===== config.mk =====
export PLATFORM = sky130hd
export DESIGN_NAME = keyed_route_table_core_flat
export DESIGN_NICKNAME = d
export VERILOG_FILES = /design/src/hdl/krt_pkg.sv /design/src/hdl/krt_if.sv /design/src/hdl/krt_cell.sv /design/src/hdl/krt_ctrl.sv /design/src/hdl/keyed_route_table_core.sv /design/src/flat_wrapper.sv
export SDC_FILE = /design/constraint.sdc
export NUM_CORES = 1
export LEC_CHECK = 0
export BUFFER_PORTS_ARGS = -buffer_cell sky130_fd_sc_hd__buf_2
export CAP_MARGIN = 20
export CORE_MARGIN = 2
export CORE_UTILIZATION = 55
export DETAILED_ROUTE_END_ITERATION = 8
export MAX_ROUTING_LAYER = met4
export PLACE_DENSITY = 0.77
export SYNTH_ARGS = -nofsm -noshare
export SYNTH_HDL_FRONTEND = slang
export SYNTH_SLANG_ARGS = --single-unit

===== constraint.sdc =====
create_clock -name clk -period 5.3 [get_ports clk]
set_input_delay 1.59 -clock clk [delete_from_list [all_inputs] [get_ports clk]]
set_output_delay 1.59 -clock clk [all_outputs]
set_load 0.02 [all_outputs]

===== src/hdl/krt_pkg.sv =====
`default_nettype none
package krt_pkg;

  // table capacity and derived widths
  localparam int ROUTE_SLOTS = 16;
  localparam int IDX_W       = (ROUTE_SLOTS > 1) ? $clog2(ROUTE_SLOTS) : 1;
  localparam int CNT_W       = $clog2(ROUTE_SLOTS + 1);

  // request codes
  localparam logic [1:0] REQ_ADD    = 2'd0;
  localparam logic [1:0] REQ_REMOVE = 2'd1;
  localparam logic [1:0] REQ_CLEAR  = 2'd2;

  // status codes
  localparam logic [1:0] ST_OK        = 2'd0;
  localparam logic [1:0] ST_NOT_FOUND = 2'd1;
  localparam logic [1:0] ST_FULL      = 2'd2;
  localparam logic [1:0] ST_BAD_PHY   = 2'd3;

  // cell operations
  localparam logic [1:0] OP_HOLD   = 2'd0;
  localparam logic [1:0] OP_UPDATE = 2'd1;
  localparam logic [1:0] OP_APPEND = 2'd2;
  localparam logic [1:0] OP_SHIFT  = 2'd3;

  // one route entry as held by a cell
  typedef struct packed {
    logic [15:0] key;
    logic [7:0]  phy;
    logic [15:0] frame;
    logic [31:0] rate;
    logic [7:0]  metric;
  } route_entry_t;

  // command broadcast from the controller to every cell
  typedef struct packed {
    logic [1:0]       op;
    logic [IDX_W-1:0] slot;
    route_entry_t     data;
  } cell_ctl_t;

endpackage
`default_nettype wire


===== src/hdl/krt_if.sv =====
`default_nettype none
// request channel
interface krt_req_if;
  logic        valid;
  logic        ready;
  logic [1:0]  req_type;
  logic [15:0] route_key;
  logic [7:0]  phy_port;
  logic [15:0] max_frame;
  logic [31:0] read_rate;
  logic [7:0]  route_metric;

  modport source (output valid, req_type, route_key, phy_port, max_frame, read_rate,
                  route_metric, input ready);
  modport sink   (input valid, req_type, route_key, phy_port, max_frame, read_rate,
                  route_metric, output ready);
endinterface

// response channel
interface krt_rsp_if;
  logic       valid;
  logic       ready;
  logic [1:0] status;
  logic [3:0] slot_index;
  logic [4:0] entry_count;

  modport source (output valid, status, slot_index, entry_count, input ready);
  modport sink   (input valid, status, slot_index, entry_count, output ready);
endinterface
`default_nettype wire


===== src/hdl/krt_cell.sv =====
`default_nettype none
module krt_cell
  import krt_pkg::*;
(
  input  wire logic                clk,
  input  wire logic [IDX_W-1:0]    cell_idx,
  input  wire logic [CNT_W-1:0]    count,
  input  wire logic [15:0]         cmp_key,
  input  wire cell_ctl_t           ctl,
  input  wire route_entry_t        shift_in,
  output route_entry_t             entry,
  output logic                     hit
);

  route_entry_t entry_r;
  route_entry_t entry_nxt;
  logic         in_use;

  // only cells below the fill count take part in a lookup
  assign in_use = (CNT_W'(cell_idx) < count);
  assign hit    = in_use && (entry_r.key == cmp_key);
  assign entry  = entry_r;

  // update, append or take the right neighbor's entry
  always_comb begin
    entry_nxt = entry_r;
    case (ctl.op)
      OP_UPDATE: begin
        if (cell_idx == ctl.slot) begin
          entry_nxt.phy    = ctl.data.phy;
          entry_nxt.frame  = ctl.data.frame;
          entry_nxt.rate   = ctl.data.rate;
          entry_nxt.metric = ctl.data.metric;
        end
      end
      OP_APPEND: begin
        if (cell_idx == ctl.slot) entry_nxt = ctl.data;
      end
      OP_SHIFT: begin
        if (cell_idx >= ctl.slot) entry_nxt = shift_in;
      end
      default: entry_nxt = entry_r;
    endcase
  end

  always_ff @(posedge clk) begin
    entry_r <= entry_nxt;
  end

endmodule
`default_nettype wire


===== src/hdl/krt_ctrl.sv =====
`default_nettype none
module krt_ctrl
  import krt_pkg::*;
(
  input  wire logic                   clk,
  input  wire logic                   rst_n,
  krt_req_if.sink                     req,
  krt_rsp_if.source                   rsp,
  input  wire logic [ROUTE_SLOTS-1:0] hit_vec,
  output logic [CNT_W-1:0]            count,
  output cell_ctl_t                   ctl
);

  localparam logic S_IDLE  = 1'b0;
  localparam logic S_APPLY = 1'b1;

  logic                   state_r, state_nxt;
  logic [CNT_W-1:0]       count_r, count_nxt;
  logic [ROUTE_SLOTS-1:0] hit_r;
  logic [1:0]             type_r;
  route_entry_t           data_r;
  logic                   out_valid_r, out_valid_nxt;
  logic [1:0]             status_r, status_nxt;
  logic [3:0]             slot_r, slot_nxt;
  logic [4:0]             cnt_out_r, cnt_out_nxt;

  logic                   accept;
  logic                   fire;
  logic                   found;
  logic [IDX_W-1:0]       hit_idx;
  logic [IDX_W-1:0]       slot_sel;
  logic [IDX_W+3:0]       slot_wide;
  logic [CNT_W+4:0]       cnt_wide;

  // hit vector is one-hot or empty: keys are unique among valid entries
  function automatic logic [IDX_W-1:0] onehot_index(input logic [ROUTE_SLOTS-1:0] v);
    logic [IDX_W-1:0] idx;
    idx = '0;
    for (int i = 0; i < ROUTE_SLOTS; i++) begin
      if (v[i]) idx = idx | IDX_W'(i);
    end
    return idx;
  endfunction

  assign req.ready = (state_r == S_IDLE);
  assign accept    = req.valid && req.ready;
  assign fire      = (state_r == S_APPLY) && (!out_valid_r || rsp.ready);
  assign found     = |hit_r;
  assign hit_idx   = onehot_index(hit_r);
  assign count     = count_r;

  // decide the outcome of the held request
  always_comb begin
    ctl.op     = OP_HOLD;
    ctl.slot   = hit_idx;
    ctl.data   = data_r;
    status_nxt = ST_OK;
    slot_sel   = '0;
    count_nxt  = count_r;
    case (type_r)
      REQ_ADD: begin
        if (data_r.phy == 8'd0) begin
          status_nxt = ST_BAD_PHY;
        end else if (found) begin
          ctl.op   = OP_UPDATE;
          slot_sel = hit_idx;
        end else if (count_r == CNT_W'(ROUTE_SLOTS)) begin
          status_nxt = ST_FULL;
        end else begin
          ctl.op    = OP_APPEND;
          ctl.slot  = count_r[IDX_W-1:0];
          slot_sel  = count_r[IDX_W-1:0];
          count_nxt = count_r + CNT_W'(1);
        end
      end
      REQ_REMOVE: begin
        if (found) begin
          ctl.op    = OP_SHIFT;
          slot_sel  = hit_idx;
          count_nxt = count_r - CNT_W'(1);
        end else begin
          status_nxt = ST_NOT_FOUND;
        end
      end
      REQ_CLEAR: count_nxt = '0;
      default:   count_nxt = count_r;
    endcase
    if (!fire) ctl.op = OP_HOLD;
  end

  // fit slot and count to the response field widths
  assign slot_wide   = {4'b0, slot_sel};
  assign cnt_wide    = {5'b0, count_nxt};
  assign slot_nxt    = slot_wide[3:0];
  assign cnt_out_nxt = cnt_wide[4:0];

  // sequencing and response register
  always_comb begin
    state_nxt     = state_r;
    out_valid_nxt = out_valid_r;
    if (rsp.ready) out_valid_nxt = 1'b0;
    case (state_r)
      S_IDLE:  if (accept) state_nxt = S_APPLY;
      S_APPLY: if (fire) begin
        state_nxt     = S_IDLE;
        out_valid_nxt = 1'b1;
      end
      default: state_nxt = S_IDLE;
    endcase
  end

  always_ff @(posedge clk) begin
    if (!rst_n) begin
      state_r     <= S_IDLE;
      count_r     <= '0;
      out_valid_r <= 1'b0;
    end else begin
      state_r     <= state_nxt;
      out_valid_r <= out_valid_nxt;
      if (fire) count_r <= count_nxt;
    end
  end

  // request capture and lookup result from the cell row
  always_ff @(posedge clk) begin
    if (accept) begin
      hit_r       <= hit_vec;
      type_r      <= req.req_type;
      data_r.key  <= req.route_key;
      data_r.phy  <= req.phy_port;
      data_r.frame  <= req.max_frame;
      data_r.rate   <= req.read_rate;
      data_r.metric <= req.route_metric;
    end
    if (fire) begin
      status_r  <= status_nxt;
      slot_r    <= slot_nxt;
      cnt_out_r <= cnt_out_nxt;
    end
  end

  assign rsp.valid       = out_valid_r;
  assign rsp.status      = status_r;
  assign rsp.slot_index  = slot_r;
  assign rsp.entry_count = cnt_out_r;

endmodule
`default_nettype wire


===== src/hdl/keyed_route_table_core.sv =====
// Ordered route table of ROUTE_SLOTS entries held in a row of cells, one route per
// cell. In the cycle a request is accepted every cell compares its key with the
// requested route key; the request then moves to the apply state, where the row updates
// one cell, appends at the fill point or shifts the entries behind a removed one down by
// one neighbor. The next request is accepted only once the block is back in idle, so
// requests never overlap; a response that is not taken waits in the output register
// and holds only the following request in the apply state. The table is empty after
// reset with no clearing pass; a clear request empties it in one request.
`default_nettype none
module keyed_route_table_core
  import krt_pkg::*;
(
  input  wire logic  clk,
  input  wire logic  rst_n,
  krt_req_if.sink    in_req,
  krt_rsp_if.source  out_rsp
);

  logic [ROUTE_SLOTS-1:0] hit_vec;
  logic [CNT_W-1:0]       count;
  cell_ctl_t              ctl;
  route_entry_t           entries [ROUTE_SLOTS];

  krt_ctrl u_ctrl (
    .clk     (clk),
    .rst_n   (rst_n),
    .req     (in_req),
    .rsp     (out_rsp),
    .hit_vec (hit_vec),
    .count   (count),
    .ctl     (ctl)
  );

  // cell row, each cell shifts in from its right neighbor, the last cell from itself
  for (genvar i = 0; i < ROUTE_SLOTS; i++) begin : g_cell
    route_entry_t nbr;
    if (i == ROUTE_SLOTS - 1) begin : g_last
      assign nbr = entries[i];
    end else begin : g_mid
      assign nbr = entries[i+1];
    end
    krt_cell u_cell (
      .clk      (clk),
      .cell_idx (IDX_W'(i)),
      .count    (count),
      .cmp_key  (in_req.route_key),
      .ctl      (ctl),
      .shift_in (nbr),
      .entry    (entries[i]),
      .hit      (hit_vec[i])
    );
  end

endmodule
`default_nettype wire


===== src/flat_wrapper.sv =====
// flat-port wrapper written by rule: the top's interface ports become plain ports
module keyed_route_table_core_flat import krt_pkg::*;
  (clk, rst_n, in_req_valid, in_req_req_type, in_req_route_key, in_req_phy_port, in_req_max_frame, in_req_read_rate, in_req_route_metric, in_req_ready, out_rsp_valid, out_rsp_status, out_rsp_slot_index, out_rsp_entry_count, out_rsp_ready);
  krt_req_if in_req_i ();
  krt_rsp_if out_rsp_i ();
  input  wire logic clk;
  input  wire logic rst_n;
  input wire logic [$bits(in_req_i.valid)-1:0] in_req_valid;
  input wire logic [$bits(in_req_i.req_type)-1:0] in_req_req_type;
  input wire logic [$bits(in_req_i.route_key)-1:0] in_req_route_key;
  input wire logic [$bits(in_req_i.phy_port)-1:0] in_req_phy_port;
  input wire logic [$bits(in_req_i.max_frame)-1:0] in_req_max_frame;
  input wire logic [$bits(in_req_i.read_rate)-1:0] in_req_read_rate;
  input wire logic [$bits(in_req_i.route_metric)-1:0] in_req_route_metric;
  output wire logic [$bits(in_req_i.ready)-1:0] in_req_ready;
  output wire logic [$bits(out_rsp_i.valid)-1:0] out_rsp_valid;
  output wire logic [$bits(out_rsp_i.status)-1:0] out_rsp_status;
  output wire logic [$bits(out_rsp_i.slot_index)-1:0] out_rsp_slot_index;
  output wire logic [$bits(out_rsp_i.entry_count)-1:0] out_rsp_entry_count;
  input wire logic [$bits(out_rsp_i.ready)-1:0] out_rsp_ready;
  assign in_req_i.valid = in_req_valid;
  assign in_req_i.req_type = in_req_req_type;
  assign in_req_i.route_key = in_req_route_key;
  assign in_req_i.phy_port = in_req_phy_port;
  assign in_req_i.max_frame = in_req_max_frame;
  assign in_req_i.read_rate = in_req_read_rate;
  assign in_req_i.route_metric = in_req_route_metric;
  assign in_req_ready = in_req_i.ready;
  assign out_rsp_valid = out_rsp_i.valid;
  assign out_rsp_status = out_rsp_i.status;
  assign out_rsp_slot_index = out_rsp_i.slot_index;
  assign out_rsp_entry_count = out_rsp_i.entry_count;
  assign out_rsp_i.ready = out_rsp_ready;
  keyed_route_table_core u_core (.clk(clk), .rst_n(rst_n), .in_req(in_req_i), .out_rsp(out_rsp_i));
endmodule

==> key figures <==
Run status
  • Outcome: finished clean

Drt
  • Routed wire length: 41400 µm
  • Initial DRT Pass Iterations: 5
  • DR iter-0 viols: 1569
  • DRC Markers: 0
  • DR vias/cell: 6.48
  • Post-route antenna net violation count: 0
  • DR WL/cell: 25.7 µm
  • Via count: 10400

Timing
  • Final min period: 3.95 ns
  • Worst-Margin Slew: 1.12 ns
  • Crit share post-route: 0.745
  • Slew Viols, Final: 0
  • RSZ-0062 raised after global routing: false
  • Clock Skews: 0.0172 ns
  • Final setup viols: 0
  • Slew HR: 0.247
  • Final hold vios: 0
  • F_max: 253 MHz
  • Setup TNS: 0 ns

Clock network
  • Setup bufs post-CTS: 0
  • Resized Gates After CTS: 0
  • CTS tree: built
  • Max H-tree Level: 2
  • Hold buffers post-CTS: 0
  • Clock Tree Root: clkbuf_16
  • Total CTS buffers: 34
  • Clk Latency, worst-skew pair: 0.52 ns
  • Clk buf depth: 3
  • Clock slew at reported path FFs: 0.06 ns
  • Clock sinks: 316

Logic synthesis
  • Cell taking the most area after synthesis: edfxtp_1
  • Post-Syn Area per Cell: 12.9 µm²
  • Post-Synth Adder-Cell Area: 0.00397
  • Count of cell types in the netlist: 56
  • Flops & latches, synth: 316
  • Top post-synthesis cells by area: edfxtp_1 (59%), a21o_1 (11%), xor2_1 (11%)
  • Main synth FF type: edfxtp_1
  • Mux contribution to synthesized area: 0.00215
  • Largest family of logic cells by synthesized area: compound AO/OA/AOI/OAI gates
  • Top-count cell post-synth: edfxtp_1
  • Area share of the largest cell type after synthesis: 0.589
  • Compound-Gate Fraction of Synth Area: 0.148
  • Post-synthesis xor/xnor area fraction: 0.144
  • Asr flop ratio synth: 0
  • Net Count, Synth: 1307
  • Commonest cells in the netlist: edfxtp_1 (309), a21o_1 (241), xor2_1 (196)
  • Gate count after technology mapping: 1216
  • Register area share after synthesis: 0.598
  • Synth Warn #: 0
  • Post-synth EDFFs: 309
  • Netlist Area Pre-Place: 15700 µm²
  • Simple-gate share of the synthesized area: 0.0741

Global route
  • First-pass GRT wire length: 61200 µm
  • Total GRT Usage: 0.279
  • Largest net degree at the start of global routing: 97
  • Vias in the first global route: 10000
  • Initial antenna violation count: 0
  • Overflow after GRT: 0

Critical path
  • Worst R2R End: u_core.g_cell[6].u_cell.entry[73]$_DFFE_PP_
  • Max FO, Critical Path: 16
  • Worst Reg-to-Reg Cells: 7
  • Crit path DAT: 4.14 ns
  • CP required: 5.49 ns
  • Crit start category: flop
  • Reg2reg start: u_core.u_ctrl.hit_r[15]$_DFFE_PP_
  • Setup crit end: u_core.g_cell[6].u_cell.entry[73]$_DFFE_PP_
  • Worst R2R Setup Slack: 1.35 ns
  • Setup crit end kind: flop
  • Critical setup path kind: reg2reg
  • Crit path launch: u_core.u_ctrl.hit_r[15]$_DFFE_PP_

Layout
  • Synth-to-Final Area Change: 10.5%
  • Final core utilization: 0.621
  • Layout Nets: 1298
  • Sequential cell area: 9420 µm²
  • Antenna fix cells: 0
  • Number of fill cells: 2091
  • Area of the multi-input gates: 5900 µm²
  • Fin area: 17400 µm²
  • Share of cells above drive strength 1: 0.106

Floorplanning
  • Initial Utilization: 0.562
  • Die Wd: 173 µm
  • Row cnt: 61
  • Core area: 28000 µm²
  • Ports: 99
  • Die Y: 173 µm
  • Die area: 30000 µm²

Power
  • Max IR drop VDD: 0.000331 V
  • Pleak: 6.90 nW
  • Power density cells: 334 nW/µm²
  • Total power: 5.82 mW

Hold path
  • Worst hold path type: reg2reg

Placement
  • I/O Buffers: 42
  • GPL Wtd Cong: 0.934
  • Hpwl dp: 26000 µm
  • Placed Area: 16200 µm²

Run
  • Max Cap Violations: 0
## sequential cells by signal, summed over array words and instances, names as in the netlist
signal,flops
u_core.u_ctrl.type_r,2
u_core.u_ctrl.count,5
u_core.u_ctrl.ctl,24
u_core.u_ctrl.state_r,1
u_core.u_ctrl.rsp.slot_index,4
u_core.u_ctrl.rsp.status,2
u_core.g_cell.u_cell.entry,256
u_core.u_ctrl.rsp.entry_count,5
u_core.u_ctrl.rsp.valid,1
u_core.u_ctrl.hit_r,16
## layout make-up
cell class              count  share of cell area
clock buffers              47              0.0553
clock inverters            15              0.0122
inverters                  11             0.00237
multi-input cells         779               0.339
flip-flops and latches    316               0.542
well taps                 378              0.0272
repair buffers             65              0.0220
## per-layer routing
layer / vias up / GRT usage / part of all wire
met5: - / - / 0
met4: 0 / 0.102 / 0.036
met3: 128 / 0.0429 / 0.096
met2: 620 / 0.430 / 0.46
met1: 5230 / 0.377 / 0.40
li1: 4466 / - / -
## per-stage QoR
| stage | hold WS (ns) | cells | setup slack [ns] |
|---|---|---|---|
| floorplan | 0.417 | 1216 | 1.02 |
| global placement | 0.419 | 1549 | 1.07 |
| detailed placement | 0.423 | 1549 | 1.02 |
| CTS | 0.437 | 1611 | 1.49 |
| global route | 0.445 | 1611 | 1.17 |
| finish | 0.437 | 1611 | 1.35 |
## power breakdown
group / switching [mW] / leakage, nW / internal [mW]
Clock: 0.966 / 0.571 / 1.52
Combinational: 0.321 / 3.46 / 0.177
Sequential: 0.0324 / 2.87 / 2.80
## how the worst min path moves through the flow
stage | startpoint | to | slack (ns) | cells past startpoint
2_1_floorplan | u_core.u_ctrl.ctl[64]$_DFFE_PP_ | u_core.g_cell[15].u_cell.entry[64]$_DFFE_PP_ | 0.42 | 0
3_3_place_gp | u_core.u_ctrl.ctl[71]$_DFFE_PP_ | u_core.g_cell[15].u_cell.entry[71]$_DFFE_PP_ | 0.42 | 0
3_5_place_dp | u_core.u_ctrl.ctl[64]$_DFFE_PP_ | u_core.g_cell[15].u_cell.entry[64]$_DFFE_PP_ | 0.42 | 0
4_1_cts | u_core.u_ctrl.ctl[72]$_DFFE_PP_ | u_core.g_cell[15].u_cell.entry[72]$_DFFE_PP_ | 0.44 | 0
5_1_grt | u_core.u_ctrl.ctl[72]$_DFFE_PP_ | u_core.g_cell[15].u_cell.entry[72]$_DFFE_PP_ | 0.45 | 0
6_report | u_core.u_ctrl.ctl[68]$_DFFE_PP_ | u_core.g_cell[15].u_cell.entry[68]$_DFFE_PP_ | 0.44 | 0
## cells in the final DEF (no fill, tap or decap), types with 23 or more instances in the layout
cell type and instances:
buf_4 23, clkbuf_16 36, edfxtp_1 309, buf_2 42
a21oi_1 25, nand4_1 24, a21o_1 241, xor2_1 196
xnor2_1 62, nor4_1 51
## worst max-delay path, stage by stage, from the launching register on
cell and delay (ns):
edfxtp_1 0.51, nor4_4 0.45, and4_1 0.65, nand4_2 0.38, mux2i_1 0.90, o31ai_1 0.18
a211oi_2 0.25, buf_4 0.29
## cells by family after synthesis
group / Yosys count
mux: 3
compound gates: 317
xor+xnor: 258
flops: 316
buf+inv: 121
fa+ha+maj: 5
simple gates: 196
(Power assumes the default switching activity.)
